## src/rtl/bbd_pkg.sv

```systemverilog
// Shared types, constants and reciprocal tables for the box binning downsampler.
// No dependencies; every other file of the block imports this package.

package bbd_pkg;

    // Geometry and field widths.
    localparam int MAX_COLUMNS = 4096;
    localparam int COL_W       = $clog2(MAX_COLUMNS);
    localparam int COLS_W      = COL_W + 1;
    localparam int MAX_FACTOR  = 10;
    localparam int FACTOR_W    = 4;
    localparam int PIX_W       = 16;
    localparam int ROW_W       = 16;
    localparam int SUM_W       = 23;

    // Configuration port.
    localparam int CFG_IDX_W  = 1;
    localparam int CFG_DATA_W = COLS_W;
    localparam logic [CFG_IDX_W-1:0] REG_BIN_FACTOR    = 1'b0;
    localparam logic [CFG_IDX_W-1:0] REG_IMAGE_COLUMNS = 1'b1;

    // Cycles needed after a register write before derived values are valid.
    localparam int                   SETTLE_W      = 2;
    localparam logic [SETTLE_W-1:0]  SETTLE_CYCLES = 2'd2;

    // Reciprocal scaling: x / f = (x * ceil(2^17 / f)) >> 17 for x below 2^13,
    // and s / f^2 = (s * ceil(2^30 / f^2)) >> 30 for s below 2^23, both exact.
    localparam int RECIP_SHIFT = 17;
    localparam int RECIP_W     = 18;
    localparam int SQ_SHIFT    = 30;
    localparam int SQ_RECIP_W  = 31;

    // Configuration values after clamping, plus derived row length and a ready flag.
    typedef struct packed {
        logic [FACTOR_W-1:0] f;
        logic [COLS_W-1:0]   cols;
        logic [COLS_W-1:0]   full;
        logic                ready;
    } bbd_cfg_t;

    // ceil(2^17 / f) for f in 1..10.
    function automatic logic [RECIP_W-1:0] recip_factor(input logic [FACTOR_W-1:0] f);
        logic [RECIP_W-1:0] r;
        unique case (f)
            4'd2:    r = 18'd65536;
            4'd3:    r = 18'd43691;
            4'd4:    r = 18'd32768;
            4'd5:    r = 18'd26215;
            4'd6:    r = 18'd21846;
            4'd7:    r = 18'd18725;
            4'd8:    r = 18'd16384;
            4'd9:    r = 18'd14564;
            4'd10:   r = 18'd13108;
            default: r = 18'd131072;
        endcase
        return r;
    endfunction

    // ceil(2^30 / f^2) for f in 1..10.
    function automatic logic [SQ_RECIP_W-1:0] recip_square(input logic [FACTOR_W-1:0] f);
        logic [SQ_RECIP_W-1:0] r;
        unique case (f)
            4'd2:    r = 31'd268435456;
            4'd3:    r = 31'd119304648;
            4'd4:    r = 31'd67108864;
            4'd5:    r = 31'd42949673;
            4'd6:    r = 31'd29826162;
            4'd7:    r = 31'd21913099;
            4'd8:    r = 31'd16777216;
            4'd9:    r = 31'd13256072;
            4'd10:   r = 31'd10737419;
            default: r = 31'd1073741824;
        endcase
        return r;
    endfunction

endpackage

```

## src/rtl/bbd_cfg.sv

```systemverilog
// Configuration registers of the box binning downsampler, with clamping and the
// derived length of the summed part of a row. Depends on bbd_pkg.

module bbd_cfg
    import bbd_pkg::*;
(
    input  logic                  clk,
    input  logic                  rst_n,
    input  logic                  cfg_write,
    input  logic [CFG_IDX_W-1:0]  cfg_index,
    input  logic [CFG_DATA_W-1:0] cfg_data,
    output bbd_cfg_t              cfg
);

    logic [FACTOR_W-1:0] bin_factor_reg;
    logic [COLS_W-1:0]   image_columns_reg;
    logic [COLS_W-1:0]   quot_reg;
    logic [COLS_W-1:0]   quot_next;
    logic [COLS_W-1:0]   full_reg;
    logic [COLS_W-1:0]   full_next;
    logic [SETTLE_W-1:0] settle_reg;
    logic [SETTLE_W-1:0] settle_next;

    logic [FACTOR_W-1:0]        f_clamped;
    logic [COLS_W-1:0]          cols_clamped;
    logic [COLS_W+RECIP_W-1:0]  quot_prod;
    logic [COLS_W+FACTOR_W-1:0] full_prod;

    // Out-of-range register values act as the nearest legal value.
    always_comb
    begin
        if (bin_factor_reg == '0)
            f_clamped = FACTOR_W'(1);
        else if (bin_factor_reg > FACTOR_W'(MAX_FACTOR))
            f_clamped = FACTOR_W'(MAX_FACTOR);
        else
            f_clamped = bin_factor_reg;

        if (image_columns_reg == '0)
            cols_clamped = COLS_W'(1);
        else if (image_columns_reg > COLS_W'(MAX_COLUMNS))
            cols_clamped = COLS_W'(MAX_COLUMNS);
        else
            cols_clamped = image_columns_reg;
    end

    // Whole-block row length (cols / f) * f in two registered multiply steps.
    assign quot_prod = (COLS_W + RECIP_W)'(cols_clamped)
                     * (COLS_W + RECIP_W)'(recip_factor(f_clamped));
    assign quot_next = COLS_W'(quot_prod >> RECIP_SHIFT);
    assign full_prod = (COLS_W + FACTOR_W)'(quot_reg) * (COLS_W + FACTOR_W)'(f_clamped);
    assign full_next = COLS_W'(full_prod);

    // Hold off input until the derived length has caught up with a write.
    always_comb
    begin
        if (cfg_write)
            settle_next = SETTLE_CYCLES;
        else if (settle_reg != '0)
            settle_next = settle_reg - SETTLE_W'(1);
        else
            settle_next = settle_reg;
    end

    // Register file and derived values.
    always_ff @(posedge clk or negedge rst_n)
    begin
        if (!rst_n)
        begin
            bin_factor_reg    <= FACTOR_W'(1);
            image_columns_reg <= COLS_W'(MAX_COLUMNS);
            quot_reg          <= COLS_W'(MAX_COLUMNS);
            full_reg          <= COLS_W'(MAX_COLUMNS);
            settle_reg        <= '0;
        end
        else
        begin
            if (cfg_write)
            begin
                unique case (cfg_index)
                    REG_BIN_FACTOR:    bin_factor_reg    <= cfg_data[FACTOR_W-1:0];
                    REG_IMAGE_COLUMNS: image_columns_reg <= cfg_data[COLS_W-1:0];
                    default:           ;
                endcase
            end
            quot_reg   <= quot_next;
            full_reg   <= full_next;
            settle_reg <= settle_next;
        end
    end

    assign cfg.f     = f_clamped;
    assign cfg.cols  = cols_clamped;
    assign cfg.full  = full_reg;
    assign cfg.ready = (settle_reg == '0);

endmodule
```

## config.mk

```make
export PLATFORM = sky130hd
export DESIGN_NAME = bbd_cfg
export DESIGN_NICKNAME = d
export VERILOG_FILES = /design/src/rtl/bbd_pkg.sv /design/src/rtl/bbd_cfg.sv
export SDC_FILE = /design/constraint.sdc
export NUM_CORES = 1
export LEC_CHECK = 0
export BUFFER_PORTS_ARGS = -buffer_cell sky130_fd_sc_hd__buf_2
export CAP_MARGIN = 5
export CORE_MARGIN = 1.5
export CORE_UTILIZATION = 35
export CTS_CLUSTER_DIAMETER = 100
export DETAILED_ROUTE_END_ITERATION = 8
export PLACE_DENSITY_LB_ADDON = 0.25
export SYNTH_ARGS = -nofsm -noshare
export SYNTH_HDL_FRONTEND = slang
export SYNTH_SLANG_ARGS = --single-unit
```

## constraint.sdc

```tcl
create_clock -name clk -period 8.16 [get_ports clk]
set_input_delay 0.816 -clock clk [delete_from_list [all_inputs] [get_ports clk]]
set_output_delay 0.816 -clock clk [all_outputs]
set_load 0.01 [all_outputs]
```

* After elaboration in Yosys (flattened, before gate mapping)
Memories as Yosys holds them, arrays and structs flattened.
Index checks and enable logic that the tools add are counted.
** Cells by class
- Add/subtract/negate cells :: 1
- Multipliers :: 2
- $lt $le $gt $ge :: 2
- Multiplexer cells :: 6
- Bitwise gates (word level) :: 1
- Reductions and logical operators :: 7
** Operators by type and width (number)
- 13-bit by 18-bit multiplier with 30-bit output :: 1
- 13-bit two-way mux :: 2
- 13-bit greater-than comparator, second input constant :: 1
- 13-bit zero test :: 1
- 13-bit by 4-bit multiplier with 13-bit output :: 1
- 4-bit two-way mux :: 2
- 4-bit greater-than comparator, second input constant :: 1
- 4-bit zero test :: 1
- 2-bit two-way mux :: 2
- 2-bit AND reduction :: 2
- 2-bit nonzero test :: 2
- 2-bit zero test :: 1
- 2-bit by 1-bit subtractor with 2-bit output, second input constant :: 1
- 1-bit NOT :: 1
** Storage, ports and cells
- Register bits after elaboration :: 45
- ROM bits :: 288
- Input bits :: 17
- Memories kept :: 1
** Memories
- (no name shown) :: depth 16, bits a word 18, rd ports 1, clocked after Yosys merged registers in 0, wr ports 0, RTL line bbd_pkg.sv:44 : unique case (f)

* Longest topological paths before layout
An unclocked memory read counts as a cell.
- Word-level depth :: 5
- Gate-level depth with buffers :: 28

* Worst setup path after synthesis
Ideal clock, no wire load.
- Path kind :: reg-to-reg
- From :: register bin_factor_reg[3]
- To :: register quot_reg[12]
- Setup time :: 0.088 ns
- Arrival time :: 6.676 ns
- Required time :: 8.072 ns
- Path slack :: 1.396 ns
- Stages on the path, launching flop included :: 28
- Path buffers :: 4
- Clock period less this slack :: 6.764 ns
- Path through :: dfrtp_1 -> buf_2 -> inv_1 -> maj3_1 -> clkbuf_1 -> ha_1 -> buf_2 -> and2_1 -> clkbuf_1 -> a21oi_1 -> nor2_1 -> fa_1 -> inv_1 -> fa_1 -> inv_1 -> fa_1 -> inv_1 -> fa_1 -> inv_1 -> fa_1 -> ha_1 -> nand4_1 -> nor4_4 -> nand3_2 -> a211o_2 -> a31oi_4 -> a41o_1 -> o31ai_1
** RTL lines
- from (decl) :: RTL line bbd_cfg.sv:15 : logic [FACTOR_W-1:0] bin_factor_reg;
- from (signal assigned) :: RTL line bbd_cfg.sv:81 : REG_BIN_FACTOR: bin_factor_reg <= cfg_data[FACTOR_W-1:0];
- to (signal assigned) :: RTL line bbd_cfg.sv:72 : quot_reg <= COLS_W'(MAX_COLUMNS);
- to (signal assigned) :: RTL line bbd_cfg.sv:86 : quot_reg <= quot_next;
- to (decl) :: RTL line bbd_cfg.sv:17 : logic [COLS_W-1:0] quot_reg;

* Worst setup path after layout
- From :: register bin_factor_reg[2]
- To :: register quot_reg[12]
** On the way
- Longest elaborated chain between the ends :: 5
- Elaborated cells on any way between the ends :: 6
- Those cells by class :: 1 x mul; 1 x order compare; 2 x mux; 1 x reduce/logical; 1 x memory
** RTL lines
- 4-bit greater-than comparator :: RTL line bbd_cfg.sv:34 : else if (bin_factor_reg > FACTOR_W'(MAX_FACTOR))
- 4-bit two-way mux :: RTL line bbd_cfg.sv:34
- 4-bit two-way mux * :: RTL line bbd_cfg.sv:32 : if (bin_factor_reg == '0)
- memory 16 x 18 bit *
- 13-bit by 18-bit multiplier with 30-bit output * :: RTL line bbd_cfg.sv:49 : * (COLS_W + RECIP_W)'(recip_factor(f_clamped));
- named net quot_prod[29] :: RTL line bbd_cfg.sv:26 : logic [COLS_W+RECIP_W-1:0] quot_prod;
The timed path passes the listed nets; every way through them passes the cells marked *.
A chain may end at the register's enable or synchronous reset.

==> flow_metrics.env <==
export IMPL_outcome="finished, final reports clean"
export IMPL_ios=48
export IMPL_path_cells="nor2_1, maj3_1, inv_1, ha_1, o21ai_0, nor2_1, fa_1, inv_1, fa_1, inv_1, fa_1, fa_1, inv_1, fa_1, inv_1, ha_1, nand4_1, nor4_4, nand3_2, a211o_2, a31oi_4, a41o_1, o31ai_1"
export IMPL_cts_clk_slew_worst_paths_ns=0.06
export IMPL_max_stage_delay_ns=0.74
export IMPL_hpwlAfterDp_mm=21.7
export IMPL_fin_crit_sh_pct=91.3
export IMPL_via_per_inst=4.89
export IMPL_cpMaxStageDelayCell="o21ai_0"
export IMPL_core_area_mm2=0.0279
export IMPL_met1_usage_pct=26.0
export IMPL_slew_headroom_pct=31.9
export IMPL_grt_usage_pct=19.6
export IMPL_cts_root_buf="clkbuf_16"
export IMPL_maxCapViolCount=0
export IMPL_hold_violations=0
export IMPL_synth_cell_types=54
export IMPL_drc=0
export IMPL_area_growth_synth_to_final_pct=8.47
export IMPL_grt_max_degree=46
export IMPL_worstMarginPinSlew_ns=1.02
export IMPL_p_sw_mw=1.73
export IMPL_cts_setup_buffers=0
export IMPL_yosysWarningCount=0
export IMPL_seq_area_frac_synth_pct=11.4
export IMPL_final_common_cell="inv_1"
export IMPL_synth_avg_cell_area_um2=8.68
export IMPL_die_w_um=171
export IMPL_layout_setup_ws_ns=0.712
export IMPL_ys_seq_elements=45
export IMPL_ys_async_sr_fraction_pct=100
export IMPL_crit_type="flip-flop to flip-flop"
export IMPL_netlist_area_mm2=0.00993
export IMPL_first_iter_violations=489
export IMPL_comb_power_share_pct=80.7
export IMPL_critPathArrivalTime_ns=7.66
export IMPL_cts_repair_resized=0
export IMPL_layout_common_cells="inv_1 (266), fa_1 (193), nand2_1 (188), nor2_1 (117), ha_1 (88)"
export IMPL_p_clk_share_pct=7.5
export IMPL_gr_usage_met2_pct=34.1
export IMPL_netlist_instances=1144
export IMPL_synth_edff_count=0
export IMPL_top_usage_layer="met2"
export IMPL_cp_end_kind="flip-flop"
export IMPL_utilization_pct=38.6
export IMPL_synth_nets=1442
export IMPL_ant_nets=0
export IMPL_max_freq_mhz=134
export IMPL_setup_tns_ns=0
export IMPL_critPathRequiredTime_ns=8.37
export IMPL_drive_above_1_share_pct=8.51
export IMPL_power_density_mw_per_mm2=294
export IMPL_rsz0062_at_grt="no"
export IMPL_place_congestion=0.858
export IMPL_cts_inserted_buffers=5
export IMPL_cts_hold_buf=0
export IMPL_num_vias=7591
export IMPL_fp_row_count=61
export IMPL_num_antenna_cells=0
export IMPL_drt_pre_antenna_iters=5
export IMPL_path_delay_family="adder cells"
export IMPL_setup_violations=0
export IMPL_swShare_pct=54.6
export IMPL_crit_path_max_fanout=17
export IMPL_hp_class="flip-flop to flip-flop"
export IMPL_slew_viol_final=0
export IMPL_die_y_um=171
export IMPL_worst_path_buf_inv=5
export IMPL_fillers=2865
export IMPL_critPathLaunchType="flip-flop"
export IMPL_p_seq_share_pct=11.8
export IMPL_use_met3_pct=1.91
export IMPL_ir_drop_v=0.000133
export IMPL_p_int_mw=1.44
export IMPL_initial_utilization_pct=35.6
export IMPL_grt_pass1_vias=8170
export IMPL_die_area_mm2=0.0294
export IMPL_fin_crit_ns=7.45
export IMPL_io_buffer_count=47
export IMPL_hold_ws_ns=0.529
export IMPL_grt_overflow=0
export IMPL_cts_htree_levels=2
export IMPL_synthFlopType="dfrtp_1"
export IMPL_cts_tree="yes"
export IMPL_wirelength_mm=26.6
export IMPL_clockBufferDepth=2
export IMPL_worstSkewPairLatency_ns=0.29
export IMPL_fin_nets=1472
export IMPL_grt_pass1_wl_mm=43.6
export IMPL_wl_per_cell_um=17.1
export IMPL_grt_antenna_before_repair=0
export IMPL_p_leak_nw=5.57
export IMPL_cts_sinks=45
export IMPL_clock_skew_ns=0.00496
export IMPL_dp_slack_ns=0.808
-- layer usage --
metal	vias up	share of wire, %
li1	3494	-
met1	3874	44
met2	181	50
met3	42	3.9
met4	0	2.1
met5	-	0
-- Yosys cell counts, drive strengths merged, types with 2 or more instances --
master / instances / share of area (%)
nor2b: 6 / 0.38
o21bai: 4 / 0.30
and2: 17 / 1.1
o21ai: 21 / 1.1
a31o: 2 / 0.18
nor4: 6 / 0.53
xnor2: 21 / 1.9
fa: 193 / 39
nand4: 7 / 0.44
nor3: 6 / 0.30
inv: 266 / 10
a211o: 2 / 0.19
mux2i: 3 / 0.34
a22oi: 3 / 0.23
a22o: 2 / 0.18
dfstp: 4 / 1.1
nand2b: 5 / 0.32
mux2: 16 / 1.8
o21a: 2 / 0.15
nor2: 117 / 4.4
a21oi: 34 / 1.7
ha: 88 / 11
buf: 12 / 0.52
a21o: 11 / 0.83
dfrtp: 41 / 10
clkbuf: 27 / 1.0
a41oi: 2 / 0.18
nand3: 6 / 0.35
o221ai: 2 / 0.18
a211oi: 6 / 0.58
xor2: 9 / 0.79
nand2: 189 / 7.2
-- layout make-up --
class	count	area (um2)	share of cell area, %
multi-input combinational	794	7640	71.0
sequential	45	1130	10.5
inverter	266	998	9.27
tap	378	473	4.39
timing repair buffer	62	348	3.23
clock buffer	7	143	1.32
clock inverter	1	30.0	0.279
-- power groups by stage --
stage | Sequential, mW | Combinational (mW) | Clock (mW)
3_5_place_dp | 0.379 | 2.56 | 0
5_1_grt | 0.384 | 2.91 | 0.256
3_3_place_gp | 0.378 | 2.52 | 0
4_1_cts | 0.375 | 2.57 | 0.244
6_report | 0.374 | 2.55 | 0.238
2_1_floorplan | 0.373 | 1.87 | 0
-- cells by family (layout without fill, tap and decap cells) --
| group | after synthesis | after routing | synth area share [%] |
|---|---|---|---|
| AOI/OAI and AO/OA | 101 | 101 | 6.88 |
| xor gates and xnor gates | 30 | 30 | 2.65 |
| adders and majority gates | 282 | 282 | 50.1 |
| buffers and inverters | 305 | 336 | 11.6 |
| DFF | 45 | 45 | 11.4 |
| muxes | 19 | 19 | 2.16 |
| and+or+nand+nor | 362 | 362 | 15.2 |
-- metrics by stage --
step | instances | power (mW) | area, um2
2_1_floorplan | 1144 | 2.24 | 9930
3_3_place_gp | 1545 | 2.90 | 10600
3_5_place_dp | 1545 | 2.94 | 10600
4_1_cts | 1553 | 3.19 | 10800
5_1_grt | 1553 | 3.55 | 10800
6_report | 1553 | 3.17 | 10800
-- worst paths after layout --
path / startpoint / end / slack, ns / cells after the start
setup reg to reg: bin_factor_reg[2]$_DFFE_PN0P_ / quot_reg[12]$_DFF_PN1_ / 0.71 / 23
min in group asynchronous: rst_n / quot_reg[10]$_DFF_PN0_ / 0.70 / 1
hold / removal: image_columns_reg[0]$_DFFE_PN0P_ / image_columns_reg[0]$_DFFE_PN0P_ / 0.53 / 1
setup / recovery: bin_factor_reg[2]$_DFFE_PN0P_ / quot_reg[12]$_DFF_PN1_ / 0.71 / 23
hold reg to reg: image_columns_reg[0]$_DFFE_PN0P_ / image_columns_reg[0]$_DFFE_PN0P_ / 0.53 / 1
max in group asynchronous: rst_n / image_columns_reg[3]$_DFFE_PN0P_ / 6.83 / 1
Note: power is estimated with default switching activity, not from simulation.
